--- config.mk ---
export PLATFORM = sky130hd
export DESIGN_NAME = scr_charger_firing_regulator_unit
export DESIGN_NICKNAME = d
export VERILOG_FILES = /design/src/scfr_pkg.sv /design/src/scfr_accum.sv /design/src/scfr_scale.sv /design/src/scfr_regulate.sv /design/src/scr_charger_firing_regulator_unit.sv
export VERILOG_INCLUDE_DIRS = /design/src /design/src/src
export SDC_FILE = /design/constraint.sdc
export NUM_CORES = 2
export LEC_CHECK = 0
export BUFFER_PORTS_ARGS = -buffer_cell sky130_fd_sc_hd__buf_2
export CORE_MARGIN = 8
export CORE_UTILIZATION = 70
export DETAILED_ROUTE_END_ITERATION = 10
export PLACE_DENSITY = 0.88
export SLEW_MARGIN = 30
export SYNTH_ARGS = -nofsm -noshare
export SYNTH_HDL_FRONTEND = slang
export SYNTH_SLANG_ARGS = --single-unit
--- constraint.sdc ---
create_clock -name i_clk -period 11 [get_ports i_clk]
set_input_delay 0.55 -clock i_clk [delete_from_list [all_inputs] [get_ports i_clk]]
set_output_delay 0.55 -clock i_clk [all_outputs]
set_load 0.02 [all_outputs]
--- src/scr_charger_firing_regulator_unit_assert.svh ---
// Assertion macros shared by the firing regulator RTL.
// Each macro expects i_clk and i_rst_n in the scope where it is used.
`ifndef SCR_CHARGER_FIRING_REGULATOR_UNIT_ASSERT_SVH
`define SCR_CHARGER_FIRING_REGULATOR_UNIT_ASSERT_SVH

// A condition that must hold at every clock edge outside reset.
`define SCFR_ASSERT_ALWAYS(label, cond) \
    label: assert property (@(posedge i_clk) disable iff (!i_rst_n) (cond)) \
        else $error("scfr: invariant violated");

// A consequence that must hold in the same cycle as its cause.
`define SCFR_ASSERT_IMP(label, ante, cons) \
    label: assert property (@(posedge i_clk) disable iff (!i_rst_n) (ante) |-> (cons)) \
        else $error("scfr: implication violated");

// A consequence that must hold in the cycle after its cause.
`define SCFR_ASSERT_NEXT(label, ante, cons) \
    label: assert property (@(posedge i_clk) disable iff (!i_rst_n) (ante) |=> (cons)) \
        else $error("scfr: next-cycle check violated");

`endif

--- src/scfr_pkg.sv ---
// Shared constants, configuration codes and stage structs of the firing regulator.
// No dependencies; every RTL module of the block imports it.
package scfr_pkg;

    localparam int WINDOW_SAMPLES = 40;
    localparam int IDX_W          = $clog2(WINDOW_SAMPLES);
    localparam logic [IDX_W-1:0] IDX_LAST = IDX_W'(WINDOW_SAMPLES - 1);

    localparam int SMP_W  = 10;
    localparam int SUM_W  = 16;
    localparam int TMR_W  = 16;
    localparam int VT_W   = 9;
    localparam int CT_W   = 15;
    localparam int CFG_W  = 16;
    localparam int CIDX_W = 2;

    localparam logic [SMP_W-1:0] MIN_RESET   = 10'd1023;
    localparam logic [TMR_W-1:0] TIMER_MIN   = 16'd59694;
    localparam logic [TMR_W-1:0] TIMER_MAX   = 16'd63973;
    localparam logic [TMR_W-1:0] TIMER_RESET = 16'd60067;

    // Voltage compare domain: everything scaled by 51200 * WINDOW_SAMPLES.
    localparam int VL_W     = 28;
    localparam int SPS_W    = 34;
    localparam int V_SCALE  = 2500;
    localparam int SP_SCALE = 5120 * WINDOW_SAMPLES;
    localparam int LO_OFS   = 512 * WINDOW_SAMPLES;
    localparam int HI_OFS   = 1536 * WINDOW_SAMPLES;
    localparam int V_UNIT   = 51200 * WINDOW_SAMPLES;

    // Current limit domain (scaled by 384000) and difference domain (by 3840).
    localparam int IL_W       = 30;
    localparam int CUR_W      = 32;
    localparam int IM_W       = 23;
    localparam int CSS_W      = 25;
    localparam int IDIF_W     = 26;
    localparam int I_SCALE    = 625000;
    localparam int I_BELOW    = 38016;
    localparam int I_ABOVE    = 38784;
    localparam int IM_SCALE   = 6250;
    localparam int IS_SCALE   = 384;
    localparam int I_DIFF_LIM = 38400;

    // Display scaling. sum*125/(256*40) reduces to sum*25/2048.
    // min*6250/384 = ((min*3125) >> 6) / 3, and the divide by three is a
    // multiply by ceil(2^17/3) followed by a 17 bit shift, exact below 2^16.
    localparam int DISP_V_MUL    = 25;
    localparam int DISP_V_SHIFT  = 11;
    localparam int DISP_I_MUL    = 3125;
    localparam int DISP_I_SHIFT  = 6;
    localparam int IDIV_W        = 16;
    localparam int RECIP3        = 43691;
    localparam int RECIP3_SHIFT  = 17;

    typedef enum logic [CIDX_W-1:0] {
        CFG_VOLTAGE_SETPOINT = 2'd0,
        CFG_CURRENT_SETPOINT = 2'd1,
        CFG_REGULATE_ENABLE  = 2'd2
    } t_cfg_index;

    typedef struct packed {
        logic [SUM_W-1:0] sum;
        logic [SMP_W-1:0] mn;
    } t_window;

    typedef struct packed {
        logic [VL_W-1:0]   vl;
        logic [IL_W-1:0]   il;
        logic [IM_W-1:0]   im;
        logic [IDIV_W-1:0] idiv;
        logic [VT_W-1:0]   vdisp;
    } t_scaled;

endpackage

--- src/scfr_accum.sv ---
// Window accumulator: sums voltage samples and tracks the current minimum.
// Depends on scfr_pkg; hands each finished window on through a register stage.
`include "scr_charger_firing_regulator_unit_assert.svh"

module scfr_accum import scfr_pkg::*; (
    input  logic             i_clk,
    input  logic             i_rst_n,
    input  logic             i_valid,
    output logic             o_ready,
    input  logic [SMP_W-1:0] i_voltage_sample,
    input  logic [SMP_W-1:0] i_current_sample,
    output logic             o_win_valid,
    output t_window          o_win,
    input  logic             i_win_ready
);

    logic [SUM_W-1:0] r_sum;
    logic [SMP_W-1:0] r_min;
    logic [IDX_W-1:0] r_idx;
    logic             r_w_valid;
    t_window          r_win;

    logic [SUM_W-1:0] n_sum;
    logic [SMP_W-1:0] n_min;
    logic             w_last;
    logic             w_accept;

    assign w_last   = (r_idx == IDX_LAST);
    // Only the closing sample of a window needs room in the window stage.
    assign o_ready  = !w_last || !r_w_valid || i_win_ready;
    assign w_accept = i_valid && o_ready;
    assign n_sum    = r_sum + SUM_W'(i_voltage_sample);
    assign n_min    = (i_current_sample < r_min) ? i_current_sample : r_min;

    always_ff @(posedge i_clk) begin
        if (!i_rst_n) begin
            r_sum     <= '0;
            r_min     <= MIN_RESET;
            r_idx     <= '0;
            r_w_valid <= 1'b0;
        end else begin
            if (w_accept) begin
                if (w_last) begin
                    r_sum <= '0;
                    r_min <= MIN_RESET;
                    r_idx <= '0;
                end else begin
                    r_sum <= n_sum;
                    r_min <= n_min;
                    r_idx <= r_idx + 1'b1;
                end
            end
            if (w_accept && w_last) begin
                r_w_valid <= 1'b1;
            end else if (i_win_ready) begin
                r_w_valid <= 1'b0;
            end
        end
    end

    always_ff @(posedge i_clk) begin
        if (w_accept && w_last) begin
            r_win.sum <= n_sum;
            r_win.mn  <= n_min;
        end
    end

    assign o_win_valid = r_w_valid;
    assign o_win       = r_win;

    `SCFR_ASSERT_ALWAYS(a_idx_range, r_idx <= IDX_LAST)

endmodule

--- src/scfr_scale.sv ---
// Scaling stage: turns a window's sum and minimum into the products used
// for regulation and display. Depends on scfr_pkg.
module scfr_scale import scfr_pkg::*; (
    input  logic    i_clk,
    input  logic    i_rst_n,
    input  logic    i_win_valid,
    input  t_window i_win,
    output logic    o_win_ready,
    output logic    o_scl_valid,
    output t_scaled o_scl,
    input  logic    i_scl_ready
);

    logic    r_valid;
    t_scaled r_scl;
    logic    w_take;

    assign o_win_ready = !r_valid || i_scl_ready;
    assign w_take      = i_win_valid && o_win_ready;

    always_ff @(posedge i_clk) begin
        if (!i_rst_n) begin
            r_valid <= 1'b0;
        end else if (w_take) begin
            r_valid <= 1'b1;
        end else if (i_scl_ready) begin
            r_valid <= 1'b0;
        end
    end

    always_ff @(posedge i_clk) begin
        if (w_take) begin
            r_scl.vl    <= VL_W'(32'(i_win.sum) * 32'(V_SCALE));
            r_scl.il    <= IL_W'(32'(i_win.mn) * 32'(I_SCALE));
            r_scl.im    <= IM_W'(32'(i_win.mn) * 32'(IM_SCALE));
            r_scl.idiv  <= IDIV_W'((32'(i_win.mn) * 32'(DISP_I_MUL)) >> DISP_I_SHIFT);
            // The display value always fits its 9 bits: the largest window sum gives 499.
            r_scl.vdisp <= VT_W'((32'(i_win.sum) * 32'(DISP_V_MUL)) >> DISP_V_SHIFT);
        end
    end

    assign o_scl_valid = r_valid;
    assign o_scl       = r_scl;

endmodule

--- src/scfr_regulate.sv ---
// Regulation stage: configuration registers, firing timer state, step
// decision, clamp and the result register. Depends on scfr_pkg.
`include "scr_charger_firing_regulator_unit_assert.svh"

module scfr_regulate import scfr_pkg::*; (
    input  logic              i_clk,
    input  logic              i_rst_n,
    input  logic              i_cfg_valid,
    output logic              o_cfg_ready,
    input  logic [CIDX_W-1:0] i_cfg_index,
    input  logic [CFG_W-1:0]  i_cfg_data,
    input  logic              i_scl_valid,
    input  t_scaled           i_scl,
    output logic              o_scl_ready,
    output logic              o_valid,
    input  logic              i_ready,
    output logic [TMR_W-1:0]  o_firing_timer,
    output logic [VT_W-1:0]   o_voltage_tenths,
    output logic [CT_W-1:0]   o_current_tenths
);

    localparam logic signed [IDIF_W-1:0] I_LIM_POS = IDIF_W'(I_DIFF_LIM);
    localparam logic signed [IDIF_W-1:0] I_LIM_NEG = -IDIF_W'(I_DIFF_LIM);
    localparam logic signed [5:0] STEP_I_BIG   = -6'sd10;
    localparam logic signed [5:0] STEP_I_SMALL = -6'sd1;

    logic [CFG_W-1:0] r_vsp;
    logic [CFG_W-1:0] r_csp;
    logic             r_en;

    logic [SPS_W-1:0] r_sp;
    logic [SPS_W-1:0] r_lo;
    logic [SPS_W-1:0] r_hi;
    logic [CUR_W-1:0] r_below;
    logic [CUR_W-1:0] r_above;
    logic [CSS_W-1:0] r_cs_scaled;

    logic             r_o_valid;
    logic [TMR_W-1:0] r_firing;
    logic [VT_W-1:0]  r_o_vt;
    logic [CT_W-1:0]  r_o_ct;

    logic                    w_take;
    logic [SPS_W-1:0]        w_vl;
    logic signed [SPS_W:0]   w_vdif;
    logic [SPS_W-1:0]        w_vabs;
    logic                    w_vout;
    logic [4:0]              w_vstep;
    logic                    w_ibelow;
    logic                    w_iabove;
    logic signed [IDIF_W-1:0] w_idif;
    logic                    w_iover;
    logic signed [5:0]       w_delta;
    logic [TMR_W-1:0]        w_stepped;
    logic [TMR_W-1:0]        n_firing;
    logic [31:0]             w_ct_prod;

    // Configuration port. Writes to an unused index are dropped.
    assign o_cfg_ready = 1'b1;

    always_ff @(posedge i_clk) begin
        if (!i_rst_n) begin
            r_vsp <= '0;
            r_csp <= '0;
            r_en  <= 1'b0;
        end else if (i_cfg_valid) begin
            case (i_cfg_index)
                CFG_VOLTAGE_SETPOINT: r_vsp <= i_cfg_data;
                CFG_CURRENT_SETPOINT: r_csp <= i_cfg_data;
                CFG_REGULATE_ENABLE:  r_en  <= i_cfg_data[0];
                default: ;
            endcase
        end
    end

    // Setpoint thresholds are registered products of the setpoints, refreshed every cycle.
    always_ff @(posedge i_clk) begin
        r_sp        <= SPS_W'(r_vsp) * SPS_W'(SP_SCALE);
        r_lo        <= SPS_W'(r_vsp) * SPS_W'(SP_SCALE) + SPS_W'(LO_OFS);
        r_hi        <= SPS_W'(r_vsp) * SPS_W'(SP_SCALE) + SPS_W'(HI_OFS);
        r_below     <= CUR_W'(r_csp) * CUR_W'(I_BELOW);
        r_above     <= CUR_W'(r_csp) * CUR_W'(I_ABOVE);
        r_cs_scaled <= CSS_W'(r_csp) * CSS_W'(IS_SCALE);
    end

    assign w_vl   = SPS_W'(i_scl.vl);
    assign w_vdif = $signed({1'b0, w_vl}) - $signed({1'b0, r_sp});
    assign w_vabs = w_vdif[SPS_W] ? SPS_W'(-w_vdif) : SPS_W'(w_vdif);
    assign w_vout = (w_vl < r_lo) || (w_vl > r_hi);

    always_comb begin
        if (w_vabs > SPS_W'(5 * V_UNIT)) begin
            w_vstep = 5'd25;
        end else if (w_vabs > SPS_W'(4 * V_UNIT)) begin
            w_vstep = 5'd20;
        end else if (w_vabs > SPS_W'(3 * V_UNIT)) begin
            w_vstep = 5'd15;
        end else if (w_vabs > SPS_W'(2 * V_UNIT)) begin
            w_vstep = 5'd10;
        end else if (w_vabs > SPS_W'(V_UNIT)) begin
            w_vstep = 5'd5;
        end else begin
            w_vstep = 5'd1;
        end
    end

    assign w_ibelow = CUR_W'(i_scl.il) < r_below;
    assign w_iabove = CUR_W'(i_scl.il) > r_above;
    assign w_idif   = $signed({3'b0, i_scl.im}) - $signed({1'b0, r_cs_scaled});
    assign w_iover  = (w_idif > I_LIM_POS) || (w_idif < I_LIM_NEG);

    // Voltage control runs only well under the current limit; above the
    // limit the timer backs off, and in between it is held.
    always_comb begin
        w_delta = '0;
        if (r_en) begin
            if (w_ibelow) begin
                if (w_vout) begin
                    w_delta = w_vdif[SPS_W] ? $signed({1'b0, w_vstep})
                                            : -$signed({1'b0, w_vstep});
                end
            end else if (w_iabove) begin
                w_delta = w_iover ? STEP_I_BIG : STEP_I_SMALL;
            end
        end
    end

    // The timer value stays within its clamp range, so adding a small
    // signed step cannot wrap the 16 bit sum.
    assign w_stepped = r_firing + TMR_W'(w_delta);

    always_comb begin
        if (w_stepped < TIMER_MIN) begin
            n_firing = TIMER_MIN;
        end else if (w_stepped > TIMER_MAX) begin
            n_firing = TIMER_MAX;
        end else begin
            n_firing = w_stepped;
        end
    end

    assign w_ct_prod = 32'(i_scl.idiv) * 32'(RECIP3);

    assign o_scl_ready = !r_o_valid || i_ready;
    assign w_take      = i_scl_valid && o_scl_ready;

    always_ff @(posedge i_clk) begin
        if (!i_rst_n) begin
            r_o_valid <= 1'b0;
            r_firing  <= TIMER_RESET;
        end else begin
            if (w_take) begin
                r_o_valid <= 1'b1;
                r_firing  <= n_firing;
            end else if (i_ready) begin
                r_o_valid <= 1'b0;
            end
        end
    end

    always_ff @(posedge i_clk) begin
        if (w_take) begin
            r_o_vt <= i_scl.vdisp;
            r_o_ct <= CT_W'(w_ct_prod >> RECIP3_SHIFT);
        end
    end

    assign o_valid          = r_o_valid;
    assign o_firing_timer   = r_firing;
    assign o_voltage_tenths = r_o_vt;
    assign o_current_tenths = r_o_ct;

    `SCFR_ASSERT_ALWAYS(a_firing_range, (r_firing >= TIMER_MIN) && (r_firing <= TIMER_MAX))
    `SCFR_ASSERT_NEXT(a_hold_when_off, w_take && !r_en, r_firing == $past(r_firing))
    `SCFR_ASSERT_IMP(a_no_rise_at_limit, w_take && !w_ibelow, n_firing <= r_firing)

endmodule

--- src/scr_charger_firing_regulator_unit.sv ---
// SCR charger firing regulator, top level.
// Instantiates scfr_accum, scfr_scale and scfr_regulate; uses scfr_pkg.
//
// Usage:
//   Input channel (i_valid / o_ready) carries one voltage and current ADC
//   sample pair per word. Every 40 words close a window and produce one
//   result word on the output channel (o_valid / i_ready): the clamped
//   firing timer value and the measured voltage and current in tenths.
//   Words that do not close a window produce no output.
//   Configuration channel (i_cfg_valid / o_cfg_ready, always ready) writes
//   index 0 voltage setpoint, 1 current setpoint, 2 regulation enable.
//   Throughput is one sample word per cycle while o_ready is high. The
//   window's last word loads the window register at the accepting edge;
//   the window then moves on to the scaling products register and then to
//   the regulation/result register, which drives the result word.
//   If the receiver stalls, the pipeline keeps one finished window in each
//   stage; only the closing word of a window is held off, and only when all
//   three stages are full. Ordinary window words keep flowing.
//   Synchronous reset clears the window, sets the timer value to 60067,
//   clears the setpoints and disables regulation.
module scr_charger_firing_regulator_unit import scfr_pkg::*; (
    input  logic              i_clk,
    input  logic              i_rst_n,
    input  logic              i_valid,
    output logic              o_ready,
    input  logic [SMP_W-1:0]  i_voltage_sample,
    input  logic [SMP_W-1:0]  i_current_sample,
    output logic              o_valid,
    input  logic              i_ready,
    output logic [TMR_W-1:0]  o_firing_timer,
    output logic [VT_W-1:0]   o_voltage_tenths,
    output logic [CT_W-1:0]   o_current_tenths,
    input  logic              i_cfg_valid,
    output logic              o_cfg_ready,
    input  logic [CIDX_W-1:0] i_cfg_index,
    input  logic [CFG_W-1:0]  i_cfg_data
);

    logic    w_win_valid;
    logic    w_win_ready;
    t_window w_win;
    logic    w_scl_valid;
    logic    w_scl_ready;
    t_scaled w_scl;

    scfr_accum u_accum (
        .i_clk            (i_clk),
        .i_rst_n          (i_rst_n),
        .i_valid          (i_valid),
        .o_ready          (o_ready),
        .i_voltage_sample (i_voltage_sample),
        .i_current_sample (i_current_sample),
        .o_win_valid      (w_win_valid),
        .o_win            (w_win),
        .i_win_ready      (w_win_ready)
    );

    scfr_scale u_scale (
        .i_clk       (i_clk),
        .i_rst_n     (i_rst_n),
        .i_win_valid (w_win_valid),
        .i_win       (w_win),
        .o_win_ready (w_win_ready),
        .o_scl_valid (w_scl_valid),
        .o_scl       (w_scl),
        .i_scl_ready (w_scl_ready)
    );

    scfr_regulate u_regulate (
        .i_clk            (i_clk),
        .i_rst_n          (i_rst_n),
        .i_cfg_valid      (i_cfg_valid),
        .o_cfg_ready      (o_cfg_ready),
        .i_cfg_index      (i_cfg_index),
        .i_cfg_data       (i_cfg_data),
        .i_scl_valid      (w_scl_valid),
        .i_scl            (w_scl),
        .o_scl_ready      (w_scl_ready),
        .o_valid          (o_valid),
        .i_ready          (i_ready),
        .o_firing_timer   (o_firing_timer),
        .o_voltage_tenths (o_voltage_tenths),
        .o_current_tenths (o_current_tenths)
    );

endmodule
==> flow_metrics.tcl <==
set metrics [dict create \
    fp-row-count 82 \
    min-delay-start "i_cfg_data[7]" \
    grt_overflow 0 \
    holdCritPathClass "in2reg" \
    final_cells 4580 \
    cts_setup_buffers 0 \
    drive_gt1_share_pct 5.37 \
    p_leak_nw 19.3 \
    setup_violations 0 \
    die_x_um 242 \
    finalCritPeriodShare_pct 65.9 \
    fillers 3229 \
    place_area_um2 36700 \
    io_buffer_count 84 \
    io_pins 86 \
    powerDensity_nw_per_um2 87.9 \
    route.detailed.drc 0 \
    cp-start-kind "flop" \
    cts_sinks 342 \
    syn_nets 4801 \
    rr_worst_depth 27 \
    dp_cells 4506 \
    grt_max_degree 82 \
    clockRootBuffer "clkbuf_16" \
    crit_type "reg2reg" \
    postSynthCellCount 3791 \
    peakVddDrop_uv 107 \
    final_antenna_net_count 0 \
    final_area_um2 38000 \
    grt_pass1_wl_um 137000 \
    max_cap_viol_count 0 \
    finalHoldViolCount 0 \
    holdBufCountCts 0 \
    drt-initial-drc-count 1935 \
    clkLatencyLatePin_ns 0.58 \
    rsz0062_at_grt "false" \
    dp_hpwl_um 67000 \
    wl_per_cell_um 18.3 \
    setup_tns_ns 0 \
    end_kind "flop" \
    ys_ff_latch 342 \
    hold_end "u_regulate.r_csp[7]" \
    cts_tree "built" \
    synth-async-reset-ratio_pct 0 \
    timing.rr.start "u_scale.o_scl[91]" \
    yosysSeqAreaShare_pct 22.9 \
    fin_crit_ns 7.25 \
    antenna_found_initial 1 \
    critPathArrivalTime_ns 7.72 \
    vias 27100 \
    yosysWarningCount 0 \
    area_growth_pct 6.76 \
    die_y_um 242 \
    finalMaxSlewViolations 0 \
    dr.pass1.iters 6 \
    syn_area_um2 35600 \
    htree_num_levels 2 \
    cp_data_required_time_ns 11.47 \
    post_cts_resized 0 \
    relSlewSlack_pct 39.8 \
    tightest_slew_ns 0.891 \
    clk_pin_slew_ns 0.06 \
    via_per_inst 5.91 \
    synth_area_per_cell_um2 9.40 \
    finClkSkew_ns 0.0244 \
    dominantRegCellSynth "dfxtp_1" \
    synth_cell_types 103 \
    rrSetupSlack_ns 3.75 \
    dieArea_um2 58400 \
    initial_utilization_pct 71.0 \
    cts_buffers 40 \
    postRouteWirelength_um 84000 \
    gp_congestion 0.928 \
    core_um2 50200 \
    final_nets 4886 \
    synth_edf_count 131 \
    fmax_mhz 138 \
    clockBufferDepth 3 \
    global_route.usage.total_pct 28.2 \
    antenna_cells 0 \
    hold_path_depth 3 \
    hold_slack_ns 0.233 \
    grt_pass1_vias 27900 \
    timing.rr.end "u_regulate.o_firing_timer[2]" \
    worst-path-max-fanout 9 \
    outcome "completed" \
]
cell families after synthesis:
group | synth area share [%]
flip-flops | 22.9
XOR/XNOR | 5.45
multiplexers | 0.608
AO/OA/AOI/OAI | 12.4
other | 0.0105
AND/OR/NAND/NOR | 9.84
buffers and inverters | 9.20
adder cells (fa/ha/maj) | 39.6
layer usage:
metal	vias up	share of wire, %	global-route usage, %
li1	13000	-	-
met1	12900	42	35.1
met2	920	48	48.0
met3	274	5.9	4.18
met4	0	4.7	13.0
met5	-	0	0
critical path, cell delays in order, from the launching register on:
cell and delay (ns):
edfxtp_1 0.45, inv_1 0.10, ha_1 0.17, inv_1 0.06
fa_1 0.43, a211o_1 0.38, a221oi_2 0.31, a21oi_1 0.13
xor2_1 0.53, nor4_1 0.17, and2b_1 0.24, a2111oi_0 0.40
a21oi_1 0.18, nor2_1 0.25, a21oi_1 0.11, o2bb2ai_1 0.18
ha_1 0.35, a211oi_1 0.26, o21ai_0 0.18, nand4_1 0.16
nand3_1 0.12, a221oi_1 0.57, o21bai_1 0.13, a21oi_1 0.21
xnor3_2 0.31, nand4b_4 0.25, or2_4 0.33, o221a_1 0.20
cell usage in the layout, fill, tap and decap left out, types with 42 or more instances in the layout:
cell type / netlist / final
a21o_1: 59 / 59
a21oi_1: 198 / 198
buf_2: 0 / 84
clkbuf_16: 0 / 42
dfxtp_1: 211 / 211
edfxtp_1: 131 / 131
fa_1: 265 / 265
ha_1: 702 / 702
inv_1: 808 / 807
nand2_1: 190 / 189
nand3_1: 69 / 69
nor2_1: 191 / 191
nor3_1: 68 / 68
o21ai_0: 109 / 109
xnor2_1: 151 / 151
xor2_1: 68 / 68
per-stage QoR:
step | total power [W] | setup WS, ns | util (%)
3_3_place_gp | 0.00200 | 4.12 | 73.2
2_1_floorplan | 0.00188 | 3.84 | -
4_1_cts | 0.00335 | 3.82 | 75.8
3_5_place_dp | 0.00201 | 3.95 | 73.2
5_1_grt | 0.00348 | 3.11 | 75.8
6_report | 0.00334 | 3.75 | 75.8
synthesized netlist by cell type (7+ instances only):
| cell | instances | area [µm²] |
|---|---|---|
| inv_1 | 808 | 3030 |
| o31ai_1 | 9 | 67.6 |
| o311ai_0 | 10 | 87.6 |
| ha_1 | 702 | 8780 |
| nor3b_1 | 8 | 60.1 |
| a311oi_1 | 8 | 70.1 |
| xor2_1 | 68 | 596 |
| dfxtp_1 | 211 | 4220 |
| or3_1 | 13 | 81.3 |
| a211oi_1 | 23 | 173 |
| edfxtp_1 | 131 | 3930 |
| or2_2 | 17 | 106 |
| o21ai_0 | 109 | 546 |
| nand2b_1 | 19 | 119 |
| and2_1 | 19 | 119 |
| o2111ai_1 | 14 | 123 |
| nand4_1 | 27 | 169 |
| o21a_1 | 37 | 278 |
| nor3_1 | 68 | 340 |
| clkbuf_1 | 34 | 128 |
| nor4_1 | 10 | 62.6 |
| nor2b_1 | 23 | 144 |
| a22oi_1 | 12 | 90.1 |
| a2111oi_0 | 7 | 61.3 |
| nand2_1 | 190 | 713 |
| a21o_1 | 59 | 443 |
| a21oi_1 | 198 | 991 |
| nand3_1 | 69 | 345 |
| xnor2_1 | 151 | 1320 |
| nor2_1 | 191 | 717 |
| o211ai_1 | 16 | 120 |
| a31oi_1 | 21 | 131 |
| a21boi_0 | 18 | 135 |
| and3_1 | 22 | 138 |
| fa_1 | 265 | 5310 |
| mux2i_1 | 16 | 160 |
| o21bai_1 | 24 | 180 |
power breakdown:
part	total, W	switching [W]	internal [W]
registers	0.00141	0.0000363	0.00137
clock network	0.00133	0.000576	0.000759
logic	0.000597	0.000354	0.000243
cell type report:
cell class              instances  area (µm²)  share of cell area, %
multi-input cells            2593       24200                   63.7
flip-flops and latches        342        8160                   21.5
inverters                     809        3040                   7.99
clock buffers                  50        1120                   2.95
well taps                     672         841                   2.21
repair buffers                 90         469                   1.23
clock inverters                24         198                  0.520
registers in the layout, summed over array words and instances, names as in the netlist, 6 cells and up:
name / flops
u_regulate.o_voltage_tenths: 9
u_regulate.r_sp: 21
u_accum.r_min: 10
u_accum.o_win: 26
u_regulate.r_lo: 20
u_accum.r_sum: 16
u_regulate.r_cs_scaled: 16
u_regulate.r_hi: 21
u_regulate.r_csp: 16
u_regulate.o_firing_timer: 16
u_scale.o_scl: 81
u_regulate.r_vsp: 16
u_regulate.r_below: 25
u_regulate.r_above: 24
u_accum.r_idx: 6
u_regulate.o_current_tenths: 15
worst max-delay path by stage:
stage | start | to | slack [ns]
after floorplan | i_ready | u_scale.o_scl[0] | 3.84
after global placement | u_scale.o_scl[91] | u_regulate.o_firing_timer[2] | 4.12
after detailed placement | u_scale.o_scl[91] | u_regulate.o_firing_timer[8] | 3.95
after CTS | u_scale.o_scl[91] | u_regulate.o_firing_timer[8] | 3.82
after global routing | u_scale.o_scl[91] | u_regulate.o_firing_timer[8] | 3.11
final | u_scale.o_scl[91] | u_regulate.o_firing_timer[2] | 3.75
(Power assumes the default switching activity.)
